$ cat config.mk
export PLATFORM = sky130hd
export DESIGN_NAME = build_error_line_parser_top
export DESIGN_NICKNAME = d
export VERILOG_FILES = /design/src/blep_pkg.sv /design/src/blep_accum.sv /design/src/build_error_line_parser_top.sv
export SDC_FILE = /design/constraint.sdc
export NUM_CORES = 1
export LEC_CHECK = 0
export BUFFER_PORTS_ARGS = -buffer_cell sky130_fd_sc_hd__buf_2
export CAP_MARGIN = 30
export CORE_ASPECT_RATIO = 0.8
export CORE_MARGIN = 8
export CORE_UTILIZATION = 54
export CTS_CLUSTER_DIAMETER = 80
export DETAILED_ROUTE_END_ITERATION = 8
export GPL_TIMING_DRIVEN = 0
export PLACE_DENSITY = 0.83
export SYNTH_ARGS = -nofsm -noshare
export SYNTH_HDL_FRONTEND = slang
export SYNTH_SLANG_ARGS = --single-unit
$ cat constraint.sdc
create_clock -name clk -period 4.5 [get_ports clk]
set_input_delay 1.35 -clock clk [delete_from_list [all_inputs] [get_ports clk]]
set_output_delay 1.35 -clock clk [all_outputs]
set_load 0.01 [all_outputs]
$ cat src/blep_pkg.sv
// shared types and constants for the build error line parser
// no dependencies; imported by every module of the block
package blep_pkg;

    // parser phase within one diagnostic line
    typedef enum logic [2:0] {
        PH_SEARCH,
        PH_LINE,
        PH_COLUMN,
        PH_SKIP,
        PH_MESSAGE,
        PH_INVALID
    } phase_t;

    // width of the reported position fields
    localparam int LEN_W = 11;
    // width of the decimal accumulators
    localparam int NUM_W = 32;

    // character codes
    localparam logic [7:0] CH_COLON = 8'h3A;
    localparam logic [7:0] CH_ZERO  = 8'h30;
    localparam logic [7:0] CH_NINE  = 8'h39;
    localparam logic [7:0] CH_SPACE = 8'h20;

    // decimal radix and saturation value
    localparam logic [3:0]       RADIX = 4'd10;
    localparam logic [NUM_W-1:0] SAT   = {NUM_W{1'b1}};

    // command codes
    localparam logic CMD_CHAR = 1'b0;
    localparam logic CMD_EOL  = 1'b1;

    function automatic logic is_digit(input logic [7:0] c);
        return (c >= CH_ZERO) && (c <= CH_NINE);
    endfunction

endpackage

$ cat src/blep_accum.sv
// saturating decimal accumulate: acc * 10 + digit, sticks at all ones
// depends on blep_pkg
module blep_accum
    import blep_pkg::*;
(
    input  logic [NUM_W-1:0] acc,
    input  logic [7:0]       ch,
    output logic [NUM_W-1:0] result
);

    logic [3:0]       digit;
    logic [NUM_W+3:0] sum;

    // times ten as shift-and-add, plus the digit value
    always_comb
    begin
        digit = 4'(ch - CH_ZERO);
        sum   = {acc, 3'b000} + {2'b00, acc, 1'b0} + {{NUM_W{1'b0}}, digit};
        if (sum[NUM_W+3:NUM_W] != 4'd0)
        begin
            result = SAT;
        end
        else
        begin
            result = sum[NUM_W-1:0];
        end
    end

endmodule

$ cat src/build_error_line_parser_top.sv
// top level of the build error line parser: input stage, parser state, result register
// depends on blep_pkg and blep_accum
//
// Takes a compiler diagnostic line one character per transaction (cmd 0) and
// closes it with an end-of-line transaction (cmd 1), which yields one result:
// validity, name length, line and column numbers, and message start and
// length as character positions from 0. Characters beyond MAX_LINE are
// ignored. Throughput is one transaction per cycle while no end-of-line
// transaction waits. The result of an end-of-line transaction passes the
// input register and then the result register; the parser logic after the
// input register uses the shared saturating multiply-by-ten accumulator.
// Character transactions move on while a result waits; an end-of-line
// transaction waits in the input register until the result register is
// free, and the input is held off for that time.
module build_error_line_parser_top
    import blep_pkg::*;
#(
    parameter int MAX_LINE = 1024
)
(
    input  logic             clk,
    input  logic             rst_n,
    input  logic             in_valid,
    output logic             in_ready,
    input  logic             cmd,
    input  logic [7:0]       ch,
    output logic             out_valid,
    input  logic             out_ready,
    output logic             valid_res,
    output logic [LEN_W-1:0] name_length,
    output logic [NUM_W-1:0] line_number,
    output logic [NUM_W-1:0] column_number,
    output logic [LEN_W-1:0] message_start,
    output logic [LEN_W-1:0] message_length
);

    localparam int PW = $clog2(MAX_LINE + 1);

    // input stage
    logic       s1_valid_reg, s1_valid_next;
    logic       s1_cmd_reg;
    logic [7:0] s1_ch_reg;
    logic       s1_go;

    // parser state
    phase_t           phase_reg, phase_next;
    logic [PW-1:0]    position_reg, position_next;
    logic             prev_colon_reg, prev_colon_next;
    logic [PW-1:0]    name_end_reg, name_end_next;
    logic [NUM_W-1:0] line_reg, line_next;
    logic [NUM_W-1:0] column_reg, column_next;
    logic [PW-1:0]    msg_begin_reg, msg_begin_next;

    // result register
    logic             out_valid_reg, out_valid_next;
    logic             valid_res_reg;
    logic [LEN_W-1:0] name_length_reg;
    logic [NUM_W-1:0] line_number_reg;
    logic [NUM_W-1:0] column_number_reg;
    logic [LEN_W-1:0] message_start_reg;
    logic [LEN_W-1:0] message_length_reg;

    logic [NUM_W-1:0] acc_in;
    logic [NUM_W-1:0] acc_out;
    logic             in_range;
    logic [PW-1:0]    msg_len;
    logic [LEN_W-1:0] name_end_w;
    logic [LEN_W-1:0] msg_begin_w;
    logic [LEN_W-1:0] msg_len_w;
    logic             line_ok;

    // handshake: a character always moves on, an end of line needs a free result slot
    assign s1_go    = s1_valid_reg && ((s1_cmd_reg == CMD_CHAR) || !out_valid_reg || out_ready);
    assign in_ready = !s1_valid_reg || s1_go;

    always_comb
    begin
        s1_valid_next = s1_valid_reg;
        if (in_valid && in_ready)
        begin
            s1_valid_next = 1'b1;
        end
        else if (s1_go)
        begin
            s1_valid_next = 1'b0;
        end
    end

    always_ff @(posedge clk or negedge rst_n)
    begin
        if (!rst_n)
        begin
            s1_valid_reg <= 1'b0;
        end
        else
        begin
            s1_valid_reg <= s1_valid_next;
        end
    end

    always_ff @(posedge clk)
    begin
        if (in_valid && in_ready)
        begin
            s1_cmd_reg <= cmd;
            s1_ch_reg  <= ch;
        end
    end

    // shared accumulator operand: fresh line number, running line or column
    always_comb
    begin
        case (phase_reg)
            PH_LINE:   acc_in = line_reg;
            PH_COLUMN: acc_in = column_reg;
            default:   acc_in = '0;
        endcase
    end

    blep_accum u_accum (
        .acc    (acc_in),
        .ch     (s1_ch_reg),
        .result (acc_out)
    );

    assign in_range = (position_reg < PW'(MAX_LINE));

    // next state of the parser
    always_comb
    begin
        phase_next      = phase_reg;
        position_next   = position_reg;
        prev_colon_next = prev_colon_reg;
        name_end_next   = name_end_reg;
        line_next       = line_reg;
        column_next     = column_reg;
        msg_begin_next  = msg_begin_reg;
        if (s1_go)
        begin
            if (s1_cmd_reg == CMD_EOL)
            begin
                phase_next      = PH_SEARCH;
                position_next   = '0;
                prev_colon_next = 1'b0;
                name_end_next   = '0;
                line_next       = '0;
                column_next     = '0;
                msg_begin_next  = '0;
            end
            else if (in_range)
            begin
                case (phase_reg)
                    PH_SEARCH:
                    begin
                        if (prev_colon_reg && is_digit(s1_ch_reg))
                        begin
                            if (position_reg == PW'(1))
                            begin
                                phase_next = PH_INVALID;
                            end
                            else
                            begin
                                name_end_next = position_reg - PW'(1);
                                line_next     = acc_out;
                                phase_next    = PH_LINE;
                            end
                        end
                        prev_colon_next = (s1_ch_reg == CH_COLON);
                    end
                    PH_LINE, PH_COLUMN, PH_SKIP:
                    begin
                        if (phase_reg == PH_LINE && is_digit(s1_ch_reg))
                        begin
                            line_next = acc_out;
                        end
                        else if (phase_reg == PH_COLUMN && is_digit(s1_ch_reg))
                        begin
                            column_next = acc_out;
                        end
                        else if (phase_reg == PH_LINE && s1_ch_reg == CH_COLON)
                        begin
                            phase_next = PH_COLUMN;
                        end
                        else if (s1_ch_reg == CH_COLON || s1_ch_reg == CH_SPACE)
                        begin
                            phase_next = PH_SKIP;
                        end
                        else
                        begin
                            msg_begin_next = position_reg;
                            phase_next     = PH_MESSAGE;
                        end
                    end
                    default:
                    begin
                        phase_next = phase_reg;
                    end
                endcase
                position_next = position_reg + PW'(1);
            end
        end
    end

    always_ff @(posedge clk or negedge rst_n)
    begin
        if (!rst_n)
        begin
            phase_reg      <= PH_SEARCH;
            position_reg   <= '0;
            prev_colon_reg <= 1'b0;
            name_end_reg   <= '0;
            line_reg       <= '0;
            column_reg     <= '0;
            msg_begin_reg  <= '0;
        end
        else
        begin
            phase_reg      <= phase_next;
            position_reg   <= position_next;
            prev_colon_reg <= prev_colon_next;
            name_end_reg   <= name_end_next;
            line_reg       <= line_next;
            column_reg     <= column_next;
            msg_begin_reg  <= msg_begin_next;
        end
    end

    // positions fitted to the reported field width
    assign msg_len = position_reg - msg_begin_reg;

    generate
        if (PW >= LEN_W)
        begin : g_trunc
            assign name_end_w  = name_end_reg[LEN_W-1:0];
            assign msg_begin_w = msg_begin_reg[LEN_W-1:0];
            assign msg_len_w   = msg_len[LEN_W-1:0];
        end
        else
        begin : g_extend
            assign name_end_w  = {{(LEN_W-PW){1'b0}}, name_end_reg};
            assign msg_begin_w = {{(LEN_W-PW){1'b0}}, msg_begin_reg};
            assign msg_len_w   = {{(LEN_W-PW){1'b0}}, msg_len};
        end
    endgenerate

    assign line_ok = (phase_reg == PH_LINE || phase_reg == PH_COLUMN ||
                      phase_reg == PH_SKIP || phase_reg == PH_MESSAGE) &&
                     (line_reg != '0);

    // result valid
    always_comb
    begin
        out_valid_next = out_valid_reg;
        if (s1_go && s1_cmd_reg == CMD_EOL)
        begin
            out_valid_next = 1'b1;
        end
        else if (out_ready)
        begin
            out_valid_next = 1'b0;
        end
    end

    always_ff @(posedge clk or negedge rst_n)
    begin
        if (!rst_n)
        begin
            out_valid_reg <= 1'b0;
        end
        else
        begin
            out_valid_reg <= out_valid_next;
        end
    end

    // result payload, all zero for an invalid line
    always_ff @(posedge clk)
    begin
        if (s1_go && s1_cmd_reg == CMD_EOL)
        begin
            valid_res_reg      <= line_ok;
            name_length_reg    <= line_ok ? name_end_w : '0;
            line_number_reg    <= line_ok ? line_reg : '0;
            column_number_reg  <= line_ok ? column_reg : '0;
            message_start_reg  <= (line_ok && phase_reg == PH_MESSAGE) ? msg_begin_w : '0;
            message_length_reg <= (line_ok && phase_reg == PH_MESSAGE) ? msg_len_w : '0;
        end
    end

    assign out_valid      = out_valid_reg;
    assign valid_res      = valid_res_reg;
    assign name_length    = name_length_reg;
    assign line_number    = line_number_reg;
    assign column_number  = column_number_reg;
    assign message_start  = message_start_reg;
    assign message_length = message_length_reg;

    // checks on the parser state and results
    a_pos_bound: assert property (@(posedge clk) disable iff (!rst_n)
        position_reg <= PW'(MAX_LINE))
        else $error("position beyond line limit");

    a_search_clear: assert property (@(posedge clk) disable iff (!rst_n)
        phase_reg == PH_SEARCH |-> line_reg == '0 && column_reg == '0)
        else $error("numbers accumulated before name end");

    a_eol_clears: assert property (@(posedge clk) disable iff (!rst_n)
        s1_go && s1_cmd_reg == CMD_EOL |=> position_reg == '0 && phase_reg == PH_SEARCH)
        else $error("state not cleared after end of line");

    a_valid_line: assert property (@(posedge clk) disable iff (!rst_n)
        out_valid && valid_res |-> line_number != '0)
        else $error("valid result with zero line number");

    a_invalid_zero: assert property (@(posedge clk) disable iff (!rst_n)
        out_valid && !valid_res |-> name_length == '0 && line_number == '0 &&
        column_number == '0 && message_start == '0 && message_length == '0)
        else $error("invalid result carries non-zero fields");

endmodule
==> results of run 1 <==
==> metrics by stage <==
step | hold WS (ps) | util | TNS [ps]
4_1_cts | 475 | 0.633 | 0
5_1_grt | 515 | 0.637 | -1950
2_1_floorplan | 440 | - | 0
6_report | 469 | 0.637 | 0
3_3_place_gp | 452 | 0.596 | -97280
3_5_place_dp | 462 | 0.597 | -67980
==> synthesized netlist by cell type, types with 3 or more instances <==
master	n	area [um^2]
sky130_fd_sc_hd__and3_1	7	43.8
sky130_fd_sc_hd__buf_6	11	124
sky130_fd_sc_hd__nand3_1	14	70.1
sky130_fd_sc_hd__or3_1	6	37.5
sky130_fd_sc_hd__inv_1	37	139
sky130_fd_sc_hd__ha_1	76	951
sky130_fd_sc_hd__clkbuf_8	3	41.3
sky130_fd_sc_hd__and2_1	80	500
sky130_fd_sc_hd__clkbuf_1	46	173
sky130_fd_sc_hd__o21ai_0	99	495
sky130_fd_sc_hd__xor2_1	21	184
sky130_fd_sc_hd__buf_1	3	11.3
sky130_fd_sc_hd__a31oi_1	68	425
sky130_fd_sc_hd__o31ai_1	13	97.6
sky130_fd_sc_hd__a21o_1	6	45.0
sky130_fd_sc_hd__nor3_1	15	75.1
sky130_fd_sc_hd__nand2_2	3	18.8
sky130_fd_sc_hd__nand2_1	64	240
sky130_fd_sc_hd__nor3b_1	5	37.5
sky130_fd_sc_hd__nand4_1	10	62.6
sky130_fd_sc_hd__nor4_1	12	75.1
sky130_fd_sc_hd__nor2b_1	10	62.6
sky130_fd_sc_hd__xnor2_1	25	219
sky130_fd_sc_hd__edfxtp_1	107	3210
sky130_fd_sc_hd__a22o_1	30	263
sky130_fd_sc_hd__o21bai_1	4	30.0
sky130_fd_sc_hd__nand3b_1	15	113
sky130_fd_sc_hd__o21a_1	3	22.5
sky130_fd_sc_hd__o21ai_1	11	55.1
sky130_fd_sc_hd__dfrtp_1	103	2580
sky130_fd_sc_hd__o211ai_1	10	75.1
sky130_fd_sc_hd__a21boi_0	3	22.5
sky130_fd_sc_hd__nor2_1	63	236
sky130_fd_sc_hd__fa_1	3	60.1
sky130_fd_sc_hd__a21oi_1	53	265
sky130_fd_sc_hd__nand2b_1	6	37.5
==> how the worst max path moves through the flow <==
| stage | endpoint | slack [ps] | cells after the start |
|---|---|---|---|
| after floorplan | column_reg[10] | 50 | 17 |
| after global placement | column_reg[13] | -980 | 17 |
| after detailed placement | column_reg[6] | -1100 | 17 |
| after CTS | column_reg[5] | 10 | 17 |
| after global routing | line_reg[11] | -70 | 18 |
| final | column_reg[5] | 50 | 17 |
==> power groups by stage <==
stage	Clock (W)	Combinational, W	Sequential [W]
3_5_place_dp	0	0.00233	0.00281
5_1_grt	0.00179	0.00269	0.00283
4_1_cts	0.00172	0.00240	0.00278
2_1_floorplan	0	0.00159	0.00276
6_report	0.00171	0.00246	0.00279
3_3_place_gp	0	0.00226	0.00280
==> logic make-up after synthesis <==
family / count (synthesis) / synth area share
AND/OR/NAND/NOR: 319 / 0.146
flip-flops: 210 / 0.503
multiplexers: 5 / 0.00468
buffers and inverters: 106 / 0.0453
adder cells (fa/ha/maj): 79 / 0.0879
XOR/XNOR: 46 / 0.0350
AO/OA/AOI/OAI: 322 / 0.178
==> worst max-delay path: cells and delay by family (launching register included) <==
kind,cells,cell delay (ps)
flip-flops,1,430
AND/OR/NAND/NOR,3,890
AO/OA/AOI/OAI,6,1340
buffers and inverters,6,1070
adder cells (fa/ha/maj),2,540
==> cell type report <==
| class | instances | area share |
|---|---|---|
| well taps | 269 | 0.0254 |
| repair buffers | 121 | 0.0511 |
| clock inverters | 7 | 0.00453 |
| multi-input cells | 771 | 0.396 |
| plain buffers | 65 | 0.0296 |
| clock buffers | 30 | 0.0452 |
| flip-flops and latches | 210 | 0.437 |
| inverters | 39 | 0.0114 |
==> layer usage <==
| layer | part of all wire | vias up |
|---|---|---|
| li1 | - | 4276 |
| met1 | 0.44 | 4557 |
| met2 | 0.45 | 407 |
| met3 | 0.084 | 58 |
| met4 | 0.021 | 0 |
| met5 | 0 | - |
==> timing repair <==
item / in CTS / in global routing
setup buffers: 5 / 2
endpoints found under the setup margin: 64 / 64
gates resized for setup: 15 / 21
pin swaps: 2 / 5
==> reports/qor.txt, run 1 <==
Placement Rows: 47
Routability-driven placement congestion ratio: 0.950
Number of different library cells in the post-synthesis netlist: 70
Initial drt markers: 884
Prevailing post-synth register cell: sky130_fd_sc_hd__edfxtp_1
Diode count: 0
Finished Layout Cells: 1512
Share of layout cells above drive strength 1: 0.168
Standard cell area after detailed placement: 0.0124 mm^2
TritonCTS buffer count: 21
Tcrit/Tclk final: 0.989
Most frequent standard cell in the layout excluding fill and tap cells: sky130_fd_sc_hd__buf_2
Critical path cell sequence: buf_4 > nor3_4 > buf_4 > buf_2 > a22o_1 > ha_1 > ha_1 > buf_2 > nand2_1 > or4_1 > a211oi_4 > o211ai_1 > a21bo_1 > a221oi_4 > buf_6 > buf_6 > a31oi_1
Final number of hold-violating endpoints: 0
Source of the critical timing path: phase_reg[2]
CTS H-tree depth: 1
Internal portion of total power: 0.00441 W
Count of final setup violators: 0
Max-capacitance violation count: 0
Most frequent cells in the layout: 114 x sky130_fd_sc_hd__buf_2, 107 x sky130_fd_sc_hd__edfxtp_1, 100 x sky130_fd_sc_hd__dfrtp_1
Initial antenna violation count: 0
Fill cells: 1661
Residual DRC count: 0
Port bufs: 112
Avg WL per Cell: 20.2 um
Cell count after placement: 1469
Critical Path Start Type: flop
IO Pins: 113
Yosys warnings: 0
GR Overflow Total: 0
Synth-to-layout area growth: 15.3%
Min-Delay Startpoint: name_end_reg[10]
Synthesized cell area: 0.0115 mm^2
Nature of the critical path endpoint: flop
CP Class: reg -> reg
Biggest fanout along the worst timing path: 10
Largest vdd supply drop: 0.281 mV
Total of flip-flops plus latches after synthesis: 210
Total routed wirelength: 30600 um
Multi-input combinational cell area: 0.00525 mm^2
Delay of the slowest cell on the worst path: 580 ps
GR Layer Usage met3: 0.0469
Met2 demand-to-capacity share in global routing: 0.361
Routing usage on met1: 0.310
Clock edge transition at the registers on the reported setup and hold paths: 60 ps
Outcome: completed
Worst r2r src: phase_reg[2]
FFs w/ async S/R, synth: 0.490
DR vias: 9298
Data arrival time of the worst path: 4790 ps
HPWL after detailed placement: 22100 um
Proportion of total power due to net switching: 0.366
Via count normalized by instance count: 6.15
Clock insertion delay at the later pin of the skew report: 510 ps
Type of the most critical hold path: reg -> reg
Area taken by flip-flops and latches: 0.00579 mm^2
Required time of the worst setup path: 4840 ps
Cell count of the worst hold path: 2
Total power per unit cell area: 524 mW/mm^2
Final Worst Setup Slack: 50.5 ps
Total die area: 0.0263 mm^2
Number of optimization iterations in the first detailed-route pass: 5
Worst-case setup slack after placement: -1100 ps
Pins Over Slew Limit: 0
Non-Filler Cell Area, Final: 0.0133 mm^2
Global-route wire length before repair: 48300 um
Power after layout: 0.00696 W
Average cell area after synthesis: 10.6 um^2
Cell with the largest stage delay on the worst path: sky130_fd_sc_hd__or4_1
WHS Endpoint: name_end_reg[10]
Sequential share of the synthesized area: 0.503
Largest net degree at the start of global routing: 107
Minimum period implied by the final worst setup slack: 4450 ps
Number of cell instances on the worst register-to-register path: 17
Root cell of the clock tree: sky130_fd_sc_hd__clkbuf_16
Maximum clock path buffer count: 3
Num Clock Sinks: 210
Global-route usage over all layers: 0.227
Number of enable flip-flop cells after synthesis: 107
Vertical extent of the die: 147 um
Clock power frac: 0.246
Gr busiest metal: met2
Via count of the first global-routing pass: 9116
Final worst clock skew: 13.8 ps
Fmax: 225 MHz
Clock tree from TritonCTS: done
Proportion of power drawn by flip-flops and latches: 0.401
Post-route ant nets: 0
Destination of the worst register-to-register timing path: column_reg[5]
Logic gate share of total power: 0.354
Switching power summed over all nets: 0.00255 W
Worst-case headroom to the max-slew limit: 0.620
Core box area: 0.0208 mm^2
Post-synthesis net count: 1179
Number of hold buffers added after cts: 0
Net count, final: 1321
Die width: 179 um
Cell leakage power: 5.65 nW
Number of cells produced by synthesis: 1087
Effective utilization at floorplan: 0.553
Actual slew at the worst max-slew pin: 569 ps
Internal reg-to-reg setup slack: 50 ps
Power figures use the tool's default switching activity.
==> inputs of run 2 (changes only) <==
CORE_UTILIZATION = 60   (was 54)
PLACE_DENSITY = 0.87   (was 0.83)
clock period = 4.1 ns   (was 4.5 ns; I/O delays follow)
==> reports/qor.txt, run 2 (synthesized netlist as in run 1, its figures left out) <==
Minimum period implied by the final worst setup slack: 4240 ps (-205 ps)
Core box area: 0.0189 mm^2 (-9.4%)
Fmax: 236 MHz (+4.8%)
Required time of the worst setup path: 4470 ps (-370 ps)
Total die area: 0.0239 mm^2 (-9.0%)
Post-route ant nets: 0 (unchanged)
Type of the most critical hold path: reg -> reg
Unrepaired setup endpoints after global routing: true
DR vias: 9492 (+2.1%)
Source of the critical timing path: phase_reg[2]
Total power per unit cell area: 584 mW/mm^2 (+11%)
Critical path cell sequence: buf_8 > inv_6 > and3_4 > clkbuf_16 > a22oi_2 > fa_2 > fa_2 > or2b_1 > a21oi_2 > o21ai_2 > a211oi_4 > o211ai_1 > a21bo_1 > a221oi_4 > buf_12 > buf_8 > buf_6 > a31oi_1
GR Overflow Total: 0 (unchanged)
Finished Layout Cells: 1533 (+1.4%)
Outcome: finished, violations left
Clock tree from TritonCTS: done
Worst-case headroom to the max-slew limit: 0.388 (-0.233)
Via count of the first global-routing pass: 9155 (+0.43%)
Internal reg-to-reg setup slack: -140 ps (-190 ps)
IO Pins: 113 (unchanged)
Delay of the slowest cell on the worst path: 500 ps (-80 ps)
Cell count along the critical path: 18 (+1)
Actual slew at the worst max-slew pin: 918 ps (+350 ps)
Violated checks: setup timing
Data arrival time of the worst path: 4610 ps (-180 ps)
Clock insertion delay at the later pin of the skew report: 510 ps (about the same)
Maximum clock path buffer count: 3 (unchanged)
HPWL after detailed placement: 21700 um (-1.8%)
Routability-driven placement congestion ratio: 0.948 (-0.18%)
Port bufs: 112 (unchanged)
Biggest fanout along the worst timing path: 7 (-3)
Most frequent standard cell in the layout excluding fill and tap cells: sky130_fd_sc_hd__buf_2
Global-route wire length before repair: 48200 um (-0.24%)
Destination of the worst register-to-register timing path: line_reg[26]
Endpoint of the worst setup timing path: line_reg[26]
Final number of hold-violating endpoints: 0 (unchanged)
Pins Over Slew Limit: 0 (unchanged)
Synth-to-layout area growth: 21.1%
Critical Path Start Type: flop
Initial drt markers: 993 (+12%)
CP Class: reg -> reg
Crit path buf inv count: 6 (unchanged)
Standard cell area after detailed placement: 0.0125 mm^2 (+0.17%)
Net count, final: 1352 (+2.3%)
Cell with the largest stage delay on the worst path: sky130_fd_sc_hd__fa_2
Largest vdd supply drop: 0.378 mV (+35%)
Number of optimization iterations in the first detailed-route pass: 5 (unchanged)
Tcrit/Tclk final: 1.04 (+0.0464)
Count of final setup violators: 64 (+64)
Global-route usage over all layers: 0.251 (+0.0240)
Worst r2r src: phase_reg[2]
TritonCTS buffer count: 21 (unchanged)
Residual DRC count: 0 (unchanged)
Number of cell instances on the worst register-to-register path: 18 (+1)
Effective utilization at floorplan: 0.610 (+0.0573)
Diode count: 0 (unchanged)
Final Worst Setup Slack: -144 ps (-195 ps)
Max-capacitance violation count: 0 (unchanged)
Avg WL per Cell: 20.4 um (+0.93%)
Vertical extent of the die: 140 um (-4.6%)
Share of layout cells above drive strength 1: 0.211 (+0.0428)
Non-Filler Cell Area, Final: 0.0139 mm^2 (+5.0%)
Via count normalized by instance count: 6.19 (+0.69%)
CTS H-tree depth: 1 (unchanged)
Clock edge transition at the registers on the reported setup and hold paths: 60 ps (about the same)
Largest net degree at the start of global routing: 107 (unchanged)
Total routed wirelength: 31300 um (+2.3%)
Cell count after placement: 1458 (-0.75%)
Root cell of the clock tree: sky130_fd_sc_hd__clkbuf_16
Placement Rows: 45 (-4.3%)
CP delay by family, top: compound AO/OA/AOI/OAI gates
Nature of the critical path endpoint: flop
Final worst clock skew: 8.76 ps (-5.08 ps)
Initial antenna violation count: 0 (unchanged)
Most frequent cells in the layout: 112 x sky130_fd_sc_hd__buf_2, 107 x sky130_fd_sc_hd__edfxtp_1, 102 x sky130_fd_sc_hd__dfrtp_1
Die width: 171 um (-4.7%)
Cell leakage power: 5.93 nW (+5.1%)
Num Clock Sinks: 210 (unchanged)
==> run 2: cell count changes in the layout (fill, tap and decap cells not counted), moves of 5 or more <==
| cell | previous run | this run |
|---|---|---|
| sky130_fd_sc_hd__buf_4 | 7 | 29 |
| sky130_fd_sc_hd__buf_8 | 0 | 5 |
| sky130_fd_sc_hd__a31oi_2 | 1 | 6 |
| sky130_fd_sc_hd__a31oi_1 | 68 | 55 |
| sky130_fd_sc_hd__a31oi_4 | 0 | 8 |
==> run 2: final cells by class <==
| cell class | instances | area [um^2] |
|---|---|---|
| plain buffers | 65 | 467 |
| flip-flops and latches | 210 | 5790 |
| inverters | 39 | 156 |
| multi-input cells | 771 | 5480 |
| repair buffers | 152 | 1010 |
| clock inverters | 11 | 118 |
| well taps | 258 | 323 |
| fillers | 1308 | 4930 |
| clock buffers | 27 | 578 |
==> run 2: worst register-to-register path, delay by kind of cell, from the launching register on <==
family	cells	cell delay, ps
buffers and inverters	6	780
AND/OR/NAND/NOR	2	440
adder cells (fa/ha/maj)	2	910
flip-flops	1	350
AO/OA/AOI/OAI	8	1640
==> run 2: what timing repair did <==
action | in CTS | in global routing
gates resized for setup | 56 | 25
hold buffers | 0 | 0
setup endpoints to repair | 64 | 64
endpoints found under the hold margin | 0 | 0
setup buffers | 25 | 10
pin swaps | 26 | 17
cloned | 4 | 1
==> run 2: how the worst min path moves through the flow <==
stage / startpoint / end / slack [ps] / cells after the start
after floorplan: name_end_reg[10] / name_end_reg[10] / 440 / 2
after global placement: name_end_reg[10] / name_end_reg[10] / 450 / 2
after detailed placement: name_end_reg[6] / name_end_reg[6] / 460 / 2
after CTS: name_end_reg[6] / name_end_reg[6] / 480 / 2
after global routing: name_end_reg[6] / name_end_reg[6] / 500 / 2
final: name_end_reg[6] / name_end_reg[6] / 480 / 2
==> run 2: power by group <==
part	switching, W	internal, W	leakage [nW]	total [W]
Combinational	0.00184	0.00130	3.22	0.00314
Sequential	0.000327	0.00273	2.37	0.00306
Clock	0.000807	0.00113	0.343	0.00194
Total	0.00297	0.00516	5.93	0.00813
==> run 2: stage by stage <==
| stage | hold WS [ps] | utilization | total power, W | setup TNS [ps] | worst slack, ps |
|---|---|---|---|---|---|
| after global routing | 499 | 0.739 | 0.00852 | -16260 | -294 |
| after global placement | 451 | 0.659 | 0.00556 | -122010 | -1040 |
| final | 483 | 0.739 | 0.00813 | -6300 | -144 |
| after CTS | 477 | 0.726 | 0.00795 | -5470 | -144 |
| after detailed placement | 461 | 0.660 | 0.00565 | -63740 | -1040 |
| after floorplan | 440 | - | 0.00478 | 0 | 1.64 |
==> run 2: layer usage <==
layer	part of all wire	vias to the layer above	track usage
met1	0.43	4607	0.350
met3	0.091	75	0.0492
met4	0.026	0	0.0754
met2	0.46	472	0.392
li1	-	4338	-
met5	0	-	0
